<file path="src/rtl/cst_ram.sv">
module cst_ram #(
  parameter int WIDTH = 8,
  parameter int DEPTH = 16
) (
  input  logic                     clk,
  input  logic                     we,
  input  logic [$clog2(DEPTH)-1:0] waddr,
  input  logic [WIDTH-1:0]         wdata,
  input  logic                     re,
  input  logic [$clog2(DEPTH)-1:0] raddr,
  output logic [WIDTH-1:0]         rdata
);

  logic [WIDTH-1:0] mem [DEPTH];

  always_ff @(posedge clk) begin
    if (we) begin
      mem[waddr] <= wdata;
    end
    if (re) begin
      rdata <= mem[raddr];
    end
  end

endmodule

</file>
<file path="config.mk">
export PLATFORM = sky130hd
export DESIGN_NAME = cst_ram
export DESIGN_NICKNAME = d
export VERILOG_FILES = /design/src/rtl/cst_ram.sv
export SDC_FILE = /design/constraint.sdc
export NUM_CORES = 1
export LEC_CHECK = 0
export ABC_CLOCK_PERIOD_IN_PS = 2100
export BUFFER_PORTS_ARGS = -buffer_cell sky130_fd_sc_hd__buf_2
export CORE_MARGIN = 2
export CORE_UTILIZATION = 45
export DETAILED_ROUTE_END_ITERATION = 6
export RECOVER_POWER = 50
export SYNTH_ARGS = -nofsm -noshare
export SYNTH_HDL_FRONTEND = slang
export SYNTH_SLANG_ARGS = --single-unit
</file>
<file path="constraint.sdc">
create_clock -name clk -period 2.1 [get_ports clk]
set_input_delay 0.42 -clock clk [delete_from_list [all_inputs] [get_ports clk]]
set_output_delay 0.42 -clock clk [all_outputs]
set_load 0.02 [all_outputs]
</file>
* Yosys cells after proc, flatten, opt, wreduce, memory -nomap -nowiden
Memories as Yosys holds them, arrays and structs flattened. A register that Yosys moved wholly into a read port is not among the register bits.
Cells that the tools add are included.
** Word-level totals
- Flip-flop bits (word level) :: 0
- RAM bits :: 128
- Input bits :: 19
- Output and inout port bits :: 8
- Word-level logic and storage cells :: 3
- Memories :: 1
** Memories
- mem :: words 16, bits a word 8, read ports 1, clocked after Yosys merged registers in 1, write ports 1, RTL line 14 : logic [WIDTH-1:0] mem [DEPTH];
** Operators by class
- Muxes and demuxes :: 2
** Operator list (count)
- $mux W1 :: 2

* Logic depth before layout (Yosys ltp)
- Depth after elaboration :: 2
- Gate-level depth with buffers :: 5

* Worst setup path after synthesis
OpenSTA, ideal clock, no wires.
- Path type :: input -> register
- Start :: input waddr[2]
- End :: memory mem[0][0], enable pin
- Setup time :: 0.383 ns
- Data arrival time :: 1.530 ns
- Setup slack :: 0.187 ns
- Stages :: 2
- Path buffers :: 0
- Cells stage by stage :: or3b_2 > nor3_1
** RTL lines
- start, declared :: RTL line 7 : input logic [$clog2(DEPTH)-1:0] waddr,
- end, declared :: RTL line 14
No word-level cell before the write port.

==> flow_results.xml <==
<?xml version="1.0" encoding="UTF-8"?>
<metrics>
  <group name="outcome">
    <metric name="status" unit="">finished clean</metric>
  </group>
  <group name="power_and_ir_drop">
    <metric name="totalPowerFinal" unit="mW">6.40</metric>
    <metric name="netSwitchingFraction" unit="">0.196</metric>
    <metric name="power_density" unit="mW/mm^2">1030</metric>
    <metric name="p_leak" unit="nW">2.11</metric>
    <metric name="p_int" unit="mW">5.15</metric>
    <metric name="part_of_the_power_in_registers" unit="">0.480</metric>
    <metric name="pwr-share-comb" unit="">0.046</metric>
    <metric name="total_switching_power" unit="mW">1.26</metric>
    <metric name="share_clk_of_total_power" unit="">0.474</metric>
    <metric name="ir_worst_vdd" unit="V">0.000583</metric>
  </group>
  <group name="critical_path">
    <metric name="critical_path.startpoint_type" unit="">input port</metric>
    <metric name="largest_stage_delay_worst_path" unit="ns">0.58</metric>
    <metric name="path_max_fanout" unit="">12</metric>
    <metric name="cp.required" unit="ns">2.26</metric>
    <metric name="worst_ep_arrival_time" unit="ns">1.72</metric>
    <metric name="cp_slowest_cell" unit="">mux4_1</metric>
    <metric name="sum_of_buffers_and_inverters_on_the_critical_path" unit="">2</metric>
    <metric name="timing.setup.critical_path_class" unit="">input port to flip-flop</metric>
    <metric name="crit_chain" unit="">buf_2 &gt; buf_4 &gt; mux4_1 &gt; a22oi_1 &gt; nand2_1</metric>
    <metric name="crit_end_element" unit="">flip-flop</metric>
    <metric name="family_of_cells_with_the_greatest_summed_delay_on_the_critical_path" unit="">multiplexers</metric>
  </group>
  <group name="global_routing">
    <metric name="grt_remaining_overflow" unit="">0</metric>
    <metric name="grt_max_degree" unit="">33</metric>
    <metric name="grt_usage" unit="">0.180</metric>
    <metric name="grt_pass1_vias" unit="">2649</metric>
    <metric name="antenna_found_initial" unit="">0</metric>
    <metric name="grt_pass1_wl" unit="um">16000</metric>
  </group>
  <group name="detailed_routing">
    <metric name="wl_per_cell" unit="um">23.5</metric>
    <metric name="drc_errors" unit="">0</metric>
    <metric name="route.final.wire_length" unit="um">10400</metric>
    <metric name="final_antenna_net_count" unit="">0</metric>
    <metric name="detailroute.via_count" unit="">2451</metric>
    <metric name="post_drt_via_cell_ratio" unit="">5.55</metric>
    <metric name="drtIter0Drc" unit="">168</metric>
    <metric name="detail_route.first_pass.iterations" unit="">4</metric>
  </group>
  <group name="final_layout">
    <metric name="num_antenna_cells" unit="">0</metric>
    <metric name="area_growth" unit="%">19.2</metric>
    <metric name="layout-drive-gt1-share" unit="">0.291</metric>
    <metric name="finish.net_count" unit="">305</metric>
  </group>
  <group name="clock_network">
    <metric name="number_of_buffers_created_by_cts" unit="">17</metric>
    <metric name="clk_latency" unit="ns">0.41</metric>
    <metric name="clkSlewWorstSetupHoldPaths" unit="ns">0.06</metric>
    <metric name="cts_tree" unit="">yes</metric>
    <metric name="cts-htree-levels" unit="">4</metric>
    <metric name="cts-root-to-sink-buffers" unit="">2</metric>
    <metric name="post_cts_resized" unit="">0</metric>
    <metric name="post-cts-setup-buffers" unit="">0</metric>
    <metric name="clock_sinks" unit="">136</metric>
    <metric name="cts.hold.buffers_added" unit="">0</metric>
    <metric name="cts_root_buffer" unit="">clkbuf_16</metric>
  </group>
  <group name="synthesis">
    <metric name="ys_warn_count" unit="">0</metric>
    <metric name="synthDistinctLibCells" unit="">18</metric>
    <metric name="number_of_synthesized_register_bits" unit="">136</metric>
    <metric name="synthesis.area_per_instance" unit="sq um">22.8</metric>
    <metric name="synth_fp_nets" unit="">248</metric>
    <metric name="ys_seq_area_frac" unit="">0.781</metric>
    <metric name="synthCells" unit="">229</metric>
    <metric name="syn-cell-area" unit="sq mm">0.00523</metric>
  </group>
  <group name="timing">
    <metric name="timing.fmax" unit="MHz">638</metric>
    <metric name="post-route-period-util" unit="">0.746</metric>
    <metric name="clock-skew-final" unit="ns">0.00366</metric>
    <metric name="report.final.setup_viol" unit="">0</metric>
    <metric name="layout_setup_ws" unit="ns">0.533</metric>
    <metric name="slew_headroom" unit="">0.535</metric>
    <metric name="rsz0062_at_grt" unit="">false</metric>
    <metric name="tightest_slew" unit="ns">0.697</metric>
    <metric name="report.final.hold_viol_count" unit="">0</metric>
    <metric name="max_slew_vio_count" unit="">0</metric>
    <metric name="period_minus_slack" unit="ns">1.57</metric>
    <metric name="setup_total_negative_slack" unit="ns">0</metric>
  </group>
  <group name="flow_run">
    <metric name="max_cap_violations" unit="">0</metric>
  </group>
  <group name="min_path">
    <metric name="hp-class" unit="">input port to flip-flop</metric>
  </group>
  <group name="die">
    <metric name="die_x" unit="um">112</metric>
    <metric name="fp.coreArea" unit="sq mm">0.0114</metric>
    <metric name="placementRows" unit="">39</metric>
    <metric name="die-height" unit="um">112</metric>
    <metric name="floorplan.die_area" unit="sq mm">0.0125</metric>
    <metric name="num_io_pins" unit="">27</metric>
    <metric name="start_util" unit="">0.460</metric>
  </group>
  <group name="placed_design">
    <metric name="dp_hpwl" unit="um">6480</metric>
    <metric name="placement.setup.worst_slack" unit="ns">0.0905</metric>
    <metric name="gp_congestion" unit="">0.722</metric>
    <metric name="io_buffers" unit="">26</metric>
  </group>
</metrics>
cell usage after synthesis:
cell type | number | area [sq um]
and2_1 | 1 | 6.26
clkdlybuf4s25_2 | 3 | 30.0
buf_6 | 3 | 33.8
edfxtp_1 | 136 | 4080
mux4_1 | 14 | 368
nand3b_1 | 2 | 15.0
buf_2 | 3 | 15.0
a22oi_1 | 16 | 120
nor2_1 | 13 | 48.8
or3b_2 | 1 | 8.76
nand3_1 | 1 | 5.00
buf_4 | 1 | 7.51
nand2b_1 | 2 | 12.5
nand2_1 | 9 | 33.8
nor3_1 | 4 | 20.0
nor2b_1 | 1 | 6.26
mux4_2 | 18 | 405
and2b_1 | 1 | 7.51
logic make-up after synthesis:
family	share of synthesized area
simple gates	0.0314
compound gates	0.0230
mux	0.148
buf+inv	0.0165
flops	0.781
stage by stage:
| step | std cells | instance area, sq um | util | hold slack (ns) |
|---|---|---|---|---|
| 2_1_floorplan | 229 | 5230 | - | 0.519 |
| 3_3_place_gp | 410 | 5640 | 0.496 | 0.729 |
| 3_5_place_dp | 410 | 5640 | 0.496 | 0.745 |
| 4_1_cts | 442 | 6250 | 0.550 | 0.367 |
| 5_1_grt | 442 | 6230 | 0.548 | 0.495 |
| 6_report | 442 | 6230 | 0.548 | 0.484 |
state kept, by name, indices dropped and copies added, names as in the netlist:
signal and cells:
rdata 8, mem 128
metal layers:
| layer | vias to the layer above | wire length, um | GRT usage |
|---|---|---|---|
| met4 | 0 | 121 | 0.0774 |
| met3 | 10 | 616 | 0.0435 |
| met1 | 1270 | 4550 | 0.256 |
| met5 | - | 0 | 0 |
| li1 | 1098 | - | - |
| met2 | 73 | 5080 | 0.271 |
worst reg2reg max path: stages (launching register included):
cell,delay [ns]
edfxtp_1,0.36
mux4_2,0.48
a22oi_1,0.30
nand2_1,0.08
cell type report:
| cell class | instances | area, sq um |
|---|---|---|
| Timing Repair Buffer | 48 | 304 |
| Tap cell | 143 | 179 |
| Multi-Input combinational cell | 83 | 1060 |
| Clock inverter | 15 | 184 |
| Clock buffer | 17 | 425 |
| Fill cell | 856 | 5140 |
| Sequential cell | 136 | 4080 |
power groups by stage:
stage | clock (mW) | combinational (mW) | sequential [mW]
finish | 3.03 | 0.295 | 3.07
detailed placement | 0 | 0.303 | 3.13
global route | 3.19 | 0.322 | 3.08
floorplan | 0 | 0.154 | 3.14
CTS | 3.08 | 0.304 | 3.08
global placement | 0 | 0.298 | 3.13
layout by cell type, fill, tap and decap left out, drive strengths merged:
cell	count
and2	1
clkinv	10
clkbuf	28
nor2	13
or3b	1
nand3b	2
and2b	1
clkinvlp	1
a22oi	16
nand2	9
bufinv	4
nor2b	1
nand2b	2
buf	37
mux4	32
nand3	1
edfxtp	136
nor3	4
final timing paths:
check	startpoint	end	slack (ns)	cells after the start
max	raddr[0]	rdata[2]	0.53	5
min	re	rdata[5]	0.48	1
max reg2reg	mem[3][4]	rdata[4]	0.63	3
min reg2reg	mem[14][5]	rdata[5]	0.75	3
Note: power is estimated with default switching activity, not from simulation.
